`src/design/batb_pkg.sv`:
```
`default_nettype none
package batb_pkg;

  localparam int COORD_WIDTH   = 32;
  localparam int COEF_WIDTH    = 16;
  localparam int FRAC_BITS     = COEF_WIDTH - 2;
  localparam int ROW_WIDTH     = 3 * COEF_WIDTH;
  localparam int PROD_WIDTH    = COORD_WIDTH + COEF_WIDTH;
  localparam int SUM_WIDTH     = PROD_WIDTH + 2;
  localparam int SHR_WIDTH     = SUM_WIDTH - FRAC_BITS;
  localparam int CFG_WIDTH     = (ROW_WIDTH > COORD_WIDTH) ? ROW_WIDTH : COORD_WIDTH;
  localparam int CFG_IDX_WIDTH = 3;
  localparam int QUEUE_AW      = 2;
  localparam int QUEUE_DEPTH   = 1 << QUEUE_AW;

  typedef logic signed [COORD_WIDTH-1:0] coord_t;
  typedef logic signed [COEF_WIDTH-1:0]  coef_t;
  typedef logic signed [PROD_WIDTH-1:0]  prod_t;
  typedef logic signed [SUM_WIDTH-1:0]   sum_t;
  typedef logic signed [SHR_WIDTH-1:0]   shr_t;

  typedef enum logic [CFG_IDX_WIDTH-1:0] {
    REG_ROW_X   = 3'd0,
    REG_ROW_Y   = 3'd1,
    REG_ROW_Z   = 3'd2,
    REG_SHIFT_X = 3'd3,
    REG_SHIFT_Y = 3'd4,
    REG_SHIFT_Z = 3'd5
  } cfg_reg_t;

  typedef struct packed {
    coord_t lo_x;
    coord_t lo_y;
    coord_t lo_z;
    coord_t hi_x;
    coord_t hi_y;
    coord_t hi_z;
  } box_t;

  typedef struct packed {
    coord_t out_lo_x;
    coord_t out_lo_y;
    coord_t out_lo_z;
    coord_t out_hi_x;
    coord_t out_hi_y;
    coord_t out_hi_z;
    logic   clipped;
  } res_t;

  // coef[r][k]: output axis r, input axis k
  typedef struct packed {
    coef_t  [2:0][2:0] coef;
    coord_t [2:0]      shift;
  } xform_t;

  typedef struct packed {
    prod_t [2:0][2:0] lo;
    prod_t [2:0][2:0] hi;
  } prod_set_t;

  typedef struct packed {
    logic   clip;
    coord_t value;
  } sat_t;

  function automatic sat_t saturate(input shr_t v);
    sat_t r;
    logic [SHR_WIDTH-COORD_WIDTH:0] top;
    top = v[SHR_WIDTH-1:COORD_WIDTH-1];
    if ((&top) || !(|top)) begin
      r.clip  = 1'b0;
      r.value = v[COORD_WIDTH-1:0];
    end else begin
      r.clip  = 1'b1;
      r.value = v[SHR_WIDTH-1] ? {1'b1, {(COORD_WIDTH-1){1'b0}}}
                               : {1'b0, {(COORD_WIDTH-1){1'b1}}};
    end
    return r;
  endfunction

endpackage
`default_nettype wire

```
`src/design/batb_queue.sv`:
```
`default_nettype none
module batb_queue
  import batb_pkg::*;
(
  input  wire  clk,
  input  wire  rst_n,
  input  wire  in_valid,
  output logic in_stall,
  input  box_t in_data,
  output logic out_valid,
  input  wire  out_stall,
  output box_t out_data
);

  box_t                mem [QUEUE_DEPTH];
  logic [QUEUE_AW-1:0] wr_ptr_r, wr_ptr_nxt;
  logic [QUEUE_AW-1:0] rd_ptr_r, rd_ptr_nxt;
  logic [QUEUE_AW:0]   count_r, count_nxt;
  logic                push, pop;

  assign in_stall  = (count_r == (QUEUE_AW+1)'(QUEUE_DEPTH));
  assign out_valid = (count_r != '0);
  assign out_data  = mem[rd_ptr_r];
  assign push      = in_valid && !in_stall;
  assign pop       = out_valid && !out_stall;

  always_comb begin
    wr_ptr_nxt = push ? wr_ptr_r + 1'b1 : wr_ptr_r;
    rd_ptr_nxt = pop ? rd_ptr_r + 1'b1 : rd_ptr_r;
    count_nxt  = count_r;
    if (push && !pop) begin
      count_nxt = count_r + 1'b1;
    end else if (pop && !push) begin
      count_nxt = count_r - 1'b1;
    end
  end

  always_ff @(posedge clk) begin
    if (!rst_n) begin
      wr_ptr_r <= '0;
      rd_ptr_r <= '0;
      count_r  <= '0;
    end else begin
      wr_ptr_r <= wr_ptr_nxt;
      rd_ptr_r <= rd_ptr_nxt;
      count_r  <= count_nxt;
    end
  end

  always_ff @(posedge clk) begin
    if (push) begin
      mem[wr_ptr_r] <= in_data;
    end
  end

endmodule
`default_nettype wire

```
`config.mk`:
```
export PLATFORM = sky130hd
export DESIGN_NAME = batb_queue
export DESIGN_NICKNAME = d
export VERILOG_FILES = /design/src/design/batb_pkg.sv /design/src/design/batb_queue.sv
export SDC_FILE = /design/constraint.sdc
export NUM_CORES = 1
export LEC_CHECK = 0
export BUFFER_PORTS_ARGS = -buffer_cell sky130_fd_sc_hd__buf_2
export CORE_MARGIN = 3
export CORE_UTILIZATION = 35
export CTS_CLUSTER_DIAMETER = 50
export CTS_CLUSTER_SIZE = 20
export DETAILED_ROUTE_END_ITERATION = 10
export PLACE_DENSITY_LB_ADDON = 0.12
export SLEW_MARGIN = 0
export SYNTH_ARGS = -nofsm -noshare
export SYNTH_HDL_FRONTEND = slang
export SYNTH_SLANG_ARGS = --single-unit
```
`constraint.sdc`:
```
create_clock -name clk -period 5.8 [get_ports clk]
set_input_delay 0.58 -clock clk [delete_from_list [all_inputs] [get_ports clk]]
set_output_delay 0.58 -clock clk [all_outputs]
set_load 0.02 [all_outputs]
```
==> results.cfg <==
[global_route]
grt_max_degree = 123
grt_pass1_vias = 13700
overflow = 0
antenna_found_initial = 17
grt.total_usage_pct = 14.1
grt_pass1_wl_microns = 89900

[yosys]
yosysUniqueCellTypes = 24
synth_top_cell_area_share_pct = 81.2
synth_cells = 1054
ys_warn_count = 0
synth_adder_area_share_pct = 0.291
synth_top_cell_by_area = edfxtp_1
seq_area_frac_synth_pct = 81.9
synth_compound_area_share_pct = 0.159
syn-num-nets = 1256
synthMuxAreaShare_pct = 15.3
syn_area_sq_um = 28400
synth_xor_area_share_pct = 0.0617
synth-seq-cells = 777
synth_simple_gate_area_share_pct = 0.361
synth_area_leaders = edfxtp_1 (81%), mux4_2 (15%), buf_12 (1.4%)
synth_top_family_by_area = multiplexers
synth_area_per_cell_sq_um = 26.9

[worst_setup_path]
crit_path_end_kind = output pin
ff2ff_path_depth = 4
r2r-start = count_r[0]
cp_max_fo = 116
critPathKind = reg2out
required_ns = 5.22
crit_path_start_kind = flip-flop
critPathArrivalTime_ns = 2.86

[detailed_routing]
drt-vias-per-instance = 4.77
drc = 0
dr.pass1.iters = 4
num_vias = 12600
drt_iter0_drc = 604
antenna_left = 0
wl_microns = 59500
wl_per_cell_microns = 22.5

[power]
p_leak_nw = 11.5
power.density_nw_per_um2 = 467
ir_worst_vdd_v = 0.000328
p_total_mw = 16.2

[cts]
clock-root-buffer = clkbuf_16
path_clk_slew_ns = 0.07
clk_path_buf_depth = 3
insertion_delay_ns = 0.65
cts_resized = 0
cts-buffers-inserted = 94
cts_tree = done
cts_hold_buf = 0
post_cts_buffers = 0
clock-sinks = 777
htree_levels = 3

[timing]
worstMarginPinSlew_ns = 1.15
hold_slack_ns = 0.142
post-route-period-util_pct = 59.4
fin_skew_ns = 0.0396
fin_setup_tns_ns = 0
fmax_ghz = 0.290
slew_headroom_pct = 23.3
setup_ws_ns = 2.36
period_minus_slack_ns = 3.44
setup_viol = 0
hold_viol = 0
final_max_slew_viol_count = 0
rsz0062_at_grt = no

[layout]
drive_above_1_share_pct = 48.5
fill_cells = 6915
design_area_sq_um = 34700
finalNonFillerCells = 2650
utilization_pct = 43.6
syn2layout_area_growth_pct = 22.3
layout.nets = 1711

[die]
die_area_sq_um = 84600
num_io_pins = 390
core_sq_um = 79600
die_h_microns = 291
initial_core_util_pct = 35.6
dieWidth_microns = 291
rows = 103

[run_status]
status = finished clean

[hold_path]
whs_path_depth = 1
hp-class = in2reg
hold_start = in_data[74]

[placement]
port-buffer-count = 389
dp.cells = 2463
post-place-ws_ns = 2.87
gp_congestion = 0.681
dpl_cell_area_sq_um = 31400
dpl.hpwl_microns = 34100

[job]
maxCapViolCount = 0
[cell families after synthesis]
group | Yosys count
AOI/OAI and AO/OA | 7
xor gates and xnor gates | 2
adders and majority gates | 6
buffers and inverters | 49
DFF | 777
muxes | 195
and+or+nand+nor | 18
[registers in the layout (all words and copies together), names as in the netlist, named ones only]
name	count
count_r	3
mem	768
rd_ptr_r	2
wr_ptr_r	2
[placed cells by master, fill, tap and decap left out, types with 2 or more instances in the layout]
cell	count
inv_6	15
nor2b_1	2
o21ai_0	3
a21boi_0	4
clkinv_16	3
clkinvlp_4	11
edfxtp_1	768
dfxtp_1	7
inv_1	4
dfxtp_4	2
buf_12	10
and2_4	4
clkinv_1	6
nand2_1	4
buf_2	389
clkinv_8	10
clkbuf_1	4
mux4_2	192
ha_1	5
bufinv_16	5
clkinv_2	5
clkinv_4	8
inv_16	2
inv_8	15
clkbuf_16	94
or3_1	3
mux2i_1	3
diode_2	9
buf_4	5
[cells in the mapped netlist, drive strengths merged]
cell type,instances
or3,3
or2,1
nor3b,1
ha,5
nand2b,1
a21boi,4
xnor2,1
dfxtp,9
edfxtp,768
mux4,192
buf,40
nand2,4
clkbuf,5
and2,5
inv,4
xor2,1
nor2b,2
nor3,1
mux2i,3
fa,1
o21ai,3
[worst paths after layout]
| check | slack (ns) | end |
|---|---|---|
| max | 2.36 | out_data[77] |
| min | 0.14 | mem[3][74] |
| max reg2reg | 3.06 | mem[2][32] |
| min reg2reg | 0.50 | flip-flop |
[worst max-delay path: stages (launching register included)]
cell and delay (ns):
dfxtp_4 0.81, buf_12 0.50, mux4_2 0.43, buf_2 0.18
[routing by layer]
metal | up-vias | wire length (microns) | global-route usage (%)
met4 | 16 | 1450 | 4.01
met2 | 349 | 29200 | 22.9
met3 | 115 | 4950 | 5.62
li1 | 5540 | - | -
met1 | 6623 | 23800 | 17.5
met5 | - | 114 | 0
[where the power goes]
| group | leakage (nW) | internal, mW | switching [mW] | total (mW) |
|---|---|---|---|---|
| sequential | 7.11 | 6.81 | 0.177 | 6.99 |
| combinational | 2.78 | 1.31 | 1.96 | 3.27 |
| clock | 1.58 | 3.37 | 2.58 | 5.96 |
| total | 11.5 | 11.5 | 4.72 | 16.2 |
[area by class of cell]
class / count / area [sq um] / area share [%]
diodes: 9 / 22.5 / 0.0649
multi-input cells: 228 / 4610 / 13.3
clock buffers: 98 / 2370 / 6.82
flip-flops and latches: 777 / 23200 / 67.0
repair buffers: 404 / 2180 / 6.29
clock inverters: 80 / 943 / 2.72
well taps: 1050 / 1310 / 3.79
inverters: 4 / 15.0 / 0.0433
(Power assumes the default switching activity.)
