$ cat src/design/batb_pkg.sv
`default_nettype none
package batb_pkg;

  localparam int COORD_WIDTH   = 32;
  localparam int COEF_WIDTH    = 16;
  localparam int FRAC_BITS     = COEF_WIDTH - 2;
  localparam int ROW_WIDTH     = 3 * COEF_WIDTH;
  localparam int PROD_WIDTH    = COORD_WIDTH + COEF_WIDTH;
  localparam int SUM_WIDTH     = PROD_WIDTH + 2;
  localparam int SHR_WIDTH     = SUM_WIDTH - FRAC_BITS;
  localparam int CFG_WIDTH     = (ROW_WIDTH > COORD_WIDTH) ? ROW_WIDTH : COORD_WIDTH;
  localparam int CFG_IDX_WIDTH = 3;
  localparam int QUEUE_AW      = 2;
  localparam int QUEUE_DEPTH   = 1 << QUEUE_AW;

  typedef logic signed [COORD_WIDTH-1:0] coord_t;
  typedef logic signed [COEF_WIDTH-1:0]  coef_t;
  typedef logic signed [PROD_WIDTH-1:0]  prod_t;
  typedef logic signed [SUM_WIDTH-1:0]   sum_t;
  typedef logic signed [SHR_WIDTH-1:0]   shr_t;

  typedef enum logic [CFG_IDX_WIDTH-1:0] {
    REG_ROW_X   = 3'd0,
    REG_ROW_Y   = 3'd1,
    REG_ROW_Z   = 3'd2,
    REG_SHIFT_X = 3'd3,
    REG_SHIFT_Y = 3'd4,
    REG_SHIFT_Z = 3'd5
  } cfg_reg_t;

  typedef struct packed {
    coord_t lo_x;
    coord_t lo_y;
    coord_t lo_z;
    coord_t hi_x;
    coord_t hi_y;
    coord_t hi_z;
  } box_t;

  typedef struct packed {
    coord_t out_lo_x;
    coord_t out_lo_y;
    coord_t out_lo_z;
    coord_t out_hi_x;
    coord_t out_hi_y;
    coord_t out_hi_z;
    logic   clipped;
  } res_t;

  // coef[r][k]: output axis r, input axis k
  typedef struct packed {
    coef_t  [2:0][2:0] coef;
    coord_t [2:0]      shift;
  } xform_t;

  typedef struct packed {
    prod_t [2:0][2:0] lo;
    prod_t [2:0][2:0] hi;
  } prod_set_t;

  typedef struct packed {
    logic   clip;
    coord_t value;
  } sat_t;

  function automatic sat_t saturate(input shr_t v);
    sat_t r;
    logic [SHR_WIDTH-COORD_WIDTH:0] top;
    top = v[SHR_WIDTH-1:COORD_WIDTH-1];
    if ((&top) || !(|top)) begin
      r.clip  = 1'b0;
      r.value = v[COORD_WIDTH-1:0];
    end else begin
      r.clip  = 1'b1;
      r.value = v[SHR_WIDTH-1] ? {1'b1, {(COORD_WIDTH-1){1'b0}}}
                               : {1'b0, {(COORD_WIDTH-1){1'b1}}};
    end
    return r;
  endfunction

endpackage
`default_nettype wire

$ cat src/design/batb_reduce.sv
`default_nettype none
module batb_reduce
  import batb_pkg::*;
(
  input  wire       clk,
  input  wire       rst_n,
  input  wire       in_valid,
  output logic      in_stall,
  input  prod_set_t in_data,
  input  xform_t    xf,
  output logic      out_valid,
  input  wire       out_stall,
  output res_t      out_data
);

  // select stage
  logic  sel_v_r;
  prod_t mn_r [3][3];
  prod_t mx_r [3][3];
  // partial sum stage
  logic  add_v_r;
  sum_t  mn_a_r [3], mn_b_r [3];
  sum_t  mx_a_r [3], mx_b_r [3];
  // output stage
  logic  out_v_r;
  res_t  res_r, res_nxt;

  logic  adv_out, adv_add, adv_sel;
  sum_t  base [3];
  sum_t  tot_mn, tot_mx;
  sat_t  s_mn [3];
  sat_t  s_mx [3];

  assign adv_out   = !out_v_r || !out_stall;
  assign adv_add   = !add_v_r || adv_out;
  assign adv_sel   = !sel_v_r || adv_add;
  assign in_stall  = !adv_sel;
  assign out_valid = out_v_r;
  assign out_data  = res_r;

  always_comb begin
    for (int r = 0; r < 3; r++) begin
      base[r] = {{(SUM_WIDTH-COORD_WIDTH-FRAC_BITS){xf.shift[r][COORD_WIDTH-1]}},
                 xf.shift[r], {FRAC_BITS{1'b0}}};
    end
  end

  always_comb begin
    for (int r = 0; r < 3; r++) begin
      tot_mn  = mn_a_r[r] + mn_b_r[r];
      tot_mx  = mx_a_r[r] + mx_b_r[r];
      s_mn[r] = saturate(tot_mn[SUM_WIDTH-1:FRAC_BITS]);
      s_mx[r] = saturate(tot_mx[SUM_WIDTH-1:FRAC_BITS]);
    end
    res_nxt.out_lo_x = s_mn[0].value;
    res_nxt.out_lo_y = s_mn[1].value;
    res_nxt.out_lo_z = s_mn[2].value;
    res_nxt.out_hi_x = s_mx[0].value;
    res_nxt.out_hi_y = s_mx[1].value;
    res_nxt.out_hi_z = s_mx[2].value;
    res_nxt.clipped  = s_mn[0].clip || s_mn[1].clip || s_mn[2].clip ||
                       s_mx[0].clip || s_mx[1].clip || s_mx[2].clip;
  end

  always_ff @(posedge clk) begin
    if (!rst_n) begin
      sel_v_r <= 1'b0;
      add_v_r <= 1'b0;
      out_v_r <= 1'b0;
    end else begin
      if (adv_sel) begin
        sel_v_r <= in_valid;
      end
      if (adv_add) begin
        add_v_r <= sel_v_r;
      end
      if (adv_out) begin
        out_v_r <= add_v_r;
      end
    end
  end

  always_ff @(posedge clk) begin
    if (adv_sel && in_valid) begin
      for (int r = 0; r < 3; r++) begin
        for (int k = 0; k < 3; k++) begin
          if ($signed(in_data.hi[r][k]) < $signed(in_data.lo[r][k])) begin
            mn_r[r][k] <= in_data.hi[r][k];
            mx_r[r][k] <= in_data.lo[r][k];
          end else begin
            mn_r[r][k] <= in_data.lo[r][k];
            mx_r[r][k] <= in_data.hi[r][k];
          end
        end
      end
    end
    if (adv_add && sel_v_r) begin
      for (int r = 0; r < 3; r++) begin
        mn_a_r[r] <= sum_t'(mn_r[r][0]) + sum_t'(mn_r[r][1]);
        mn_b_r[r] <= sum_t'(mn_r[r][2]) + base[r];
        mx_a_r[r] <= sum_t'(mx_r[r][0]) + sum_t'(mx_r[r][1]);
        mx_b_r[r] <= sum_t'(mx_r[r][2]) + base[r];
      end
    end
    if (adv_out && add_v_r) begin
      res_r <= res_nxt;
    end
  end

endmodule
`default_nettype wire

$ cat config.mk
export PLATFORM = sky130hd
export DESIGN_NAME = batb_reduce
export DESIGN_NICKNAME = d
export VERILOG_FILES = /design/src/design/batb_pkg.sv /design/src/design/batb_reduce.sv
export SDC_FILE = /design/constraint.sdc
export NUM_CORES = 2
export LEC_CHECK = 0
export BUFFER_PORTS_ARGS = -buffer_cell sky130_fd_sc_hd__buf_2
export CORE_AREA = 2 2 508 510
export CTS_CLUSTER_DIAMETER = 150
export CTS_CLUSTER_SIZE = 10
export DETAILED_ROUTE_END_ITERATION = 6
export DIE_AREA = 0 0 510 512
export PLACE_DENSITY = 0.66
export SLEW_MARGIN = 10
export SYNTH_ARGS = -nofsm -noshare
export SYNTH_HDL_FRONTEND = slang
export SYNTH_SLANG_ARGS = --single-unit
$ cat constraint.sdc
create_clock -name clk -period 60.3 [get_ports clk]
set_input_delay 3.015 -clock clk [delete_from_list [all_inputs] [get_ports clk]]
set_output_delay 3.015 -clock clk [all_outputs]
set_load 0.03 [all_outputs]
==> impl_metrics.toml <==
[yosys]
yosysSeqAreaShare = 0.4585
syn_avg_cell_area_um2 = 11.48
syn-cell-area_um2 = 107900
ys.flop_type = "edfxtp_1"
synthTopCellsByArea = "edfxtp_1 (46%), ha_1 (14%), mux2_2 (7.4%)"
synth_seq_cells = 1648
yosys_warnings = 0
syn-num-nets = 11720
ys_top_cells_by_count = "edfxtp_1 (1645), ha_1 (1203), mux2_2 (710)"
synth-edff-count = 1645
yosys.area.top_type = "edfxtp_1"
synth_cell_types = 98
netlist.area_leader.share = 0.4579
synthArstFlopShare = 0
syn-instance-count = 9394
synth_most_common_cell = "edfxtp_1"

[timing]
max_clock_freq_ghz = 0.1242
rsz0062_at_grt = "false"
relSlewSlack = 0.1216
min_period_ps = 8054
worst_slew_pin_slew_ps = 1304
fin_skew_ps = 85.56
finalCritPeriodShare = 0.1336
tns_ps = 0
hold_viol = 0
hold_ws_ps = 410.5
maxSlewViolCount = 0
setup-violations-final = 0

[job]
max_cap_violations = 0

[clock_network]
clk_path_buf_depth = 3
post_cts_resized = 0
cts-root-buf = "clkbuf_16"
cts_setup_buffers = 0
h-tree-depth = 4
clock_latency_ps = 870
path_clk_slew_ps = 70
hold_buffers = 0
cts_tree = "yes"
cts-buffers-inserted = 182
cts.sinks = 1648

[route]
dr.pass1.iters = 6
ant_nets = 0
vias_per_cell = 5.747
wirelength_um = 353000
wirelength_met1_um = 147100
wl_met2_um = 156100
routed.top_layer = "met5"
vias = 81090
drc_errors = 0
routedWlPerCell_um = 25.02
drt_iter0_drc = 7045
wl_met3_um = 32350

[critical_path]
arrival_ps = 8670
reg2reg_depth = 13
cp.required_ps = 60910
startpoint_type = "primary input"
cp_max_fo = 60
crit_path_end_kind = "register"
path_class = "primary input to register"

[placed_design]
hpwl_um = 284700
globalplace.congestion = 0.9919
placed_area_um2 = 117500
io_buffer_count = 1158

[power]
ir_drop_v = 0.00003340
p_leak_nw = 52.04
totalPowerFinal_mw = 3.862
power_density_nw_per_um2 = 31.43

[final_layout]
drive_gt1_frac = 0.2135
fin_util = 0.4804
syn_to_final_growth_pct = 13.90
layout.nets = 12880
fin_area_um2 = 122900

[global_routing]
track_usage = 0.2627
grt_overflow_total = 0
grt_pass1_vias = 78700
grt_pass1_wl_um = 509400
grt_max_degree = 181
antenna_found_initial = 333

[die]
core_um2 = 255800
start_util = 0.4218
num_rows = 186
die-width_um = 510
ios = 1303
die_height_um = 512
die_area_um2 = 261100

[min_path]
min_path_cells = 0
hold_path_class = "register to register"

[run_status]
status = "finished, final reports clean"
[registers in the layout (all words and copies together), names as in the netlist]
signal and cells:
add_v_r 1, mx_r 432, mx_a_r 147, mn_r 432, mx_b_r 147, sel_v_r 1
out_data 193, mn_a_r 147, out_valid 1, mn_b_r 147
[logic make-up (layout without fill, tap and decap cells)]
| kind of cell | Yosys count | after routing | share of synthesized area |
|---|---|---|---|
| AND/OR/NAND/NOR | 1697 | 1697 | 0.08179 |
| other | 0 | 139 | 0 |
| XOR/XNOR | 603 | 603 | 0.04896 |
| AO/OA/AOI/OAI | 2527 | 2527 | 0.1524 |
| adder cells (fa/ha/maj) | 1215 | 1215 | 0.1418 |
| multiplexers | 783 | 783 | 0.08300 |
| buffers and inverters | 921 | 2113 | 0.03359 |
| flip-flops | 1648 | 1648 | 0.4585 |
[worst paths after layout]
check,to,start,slack [ps]
max reg2reg,out_data[120]$_DFFE_PP_,mn_a_r[0][101]$_DFFE_PP_,54580
max,mx_r[1][48]$_DFFE_PP_,in_data[625],52250
min reg2reg,mn_b_r[0][101]$_DFFE_PP_,mn_r[2][1]$_DFFE_PP_,410
min,mn_b_r[0][101]$_DFFE_PP_,mn_r[2][1]$_DFFE_PP_,410
[placed cells by master (no fill, tap or decap), types with 40 or more instances in the layout]
cell type and n:
a211oi_1 61, a21o_1 603, a21oi_1 698, a31oi_1 53
and2_1 49, and3_1 74, buf_2 1158, buf_4 50
clkbuf_16 182, diode_2 139, edfxtp_1 1645, ha_1 1203
inv_1 689, mux2_2 710, mux2_4 40, nand2_1 268
nand2b_1 133, nand3_1 153, nand4_1 269, nor2_1 376
nor2b_1 143, nor3_1 71, o211ai_1 61, o21a_1 91
o21ai_0 455, o21bai_1 79, o31ai_1 130, xnor2_1 395
xor2_1 207
[per-stage QoR]
| stage | std cells | worst slack (ps) |
|---|---|---|
| 2_1_floorplan | 9394 | 29550 |
| 3_3_place_gp | 13760 | 51490 |
| 3_5_place_dp | 13760 | 51470 |
| 4_1_cts | 13970 | 52380 |
| 5_1_grt | 14040 | 52040 |
| 6_report | 14110 | 52250 |
[power breakdown]
group	total, mW	leakage [nW]	internal, mW	switching [mW]
logic	1.32	34.0	0.532	0.786
registers	1.53	15.7	1.47	0.0610
clock network	1.01	2.41	0.540	0.469
[layer usage]
metal | vias up | global-route usage
li1 | 38080 | -
met1 | 39000 | 0.3435
met2 | 2980 | 0.4091
met3 | 870 | 0.06988
met4 | 164 | 0.1111
met5 | - | 0
[critical path, stage by stage]
cell and delay (ps):
buf_2 100, inv_1 40, ha_1 260, a21o_1 170, a21o_1 180, a21o_1 210, a21o_1 190, a21o_1 200
a2111oi_2 370, o31ai_1 190, nor4_1 760, o31ai_1 410, a221oi_2 430, mux2i_4 310, buf_4 490, buf_4 780
mux2_2 420
[final cells by class]
| type | instances | area, µm² |
|---|---|---|
| fill | 22940 | 132900 |
| multi-input combinational | 6825 | 54980 |
| sequential | 1648 | 49460 |
| timing repair buffer | 1212 | 6251 |
| clock buffer | 194 | 4599 |
| tap | 3384 | 4234 |
| inverter | 691 | 2601 |
| clock inverter | 16 | 405.4 |
| antenna | 139 | 347.8 |
(Power assumes the default switching activity.)
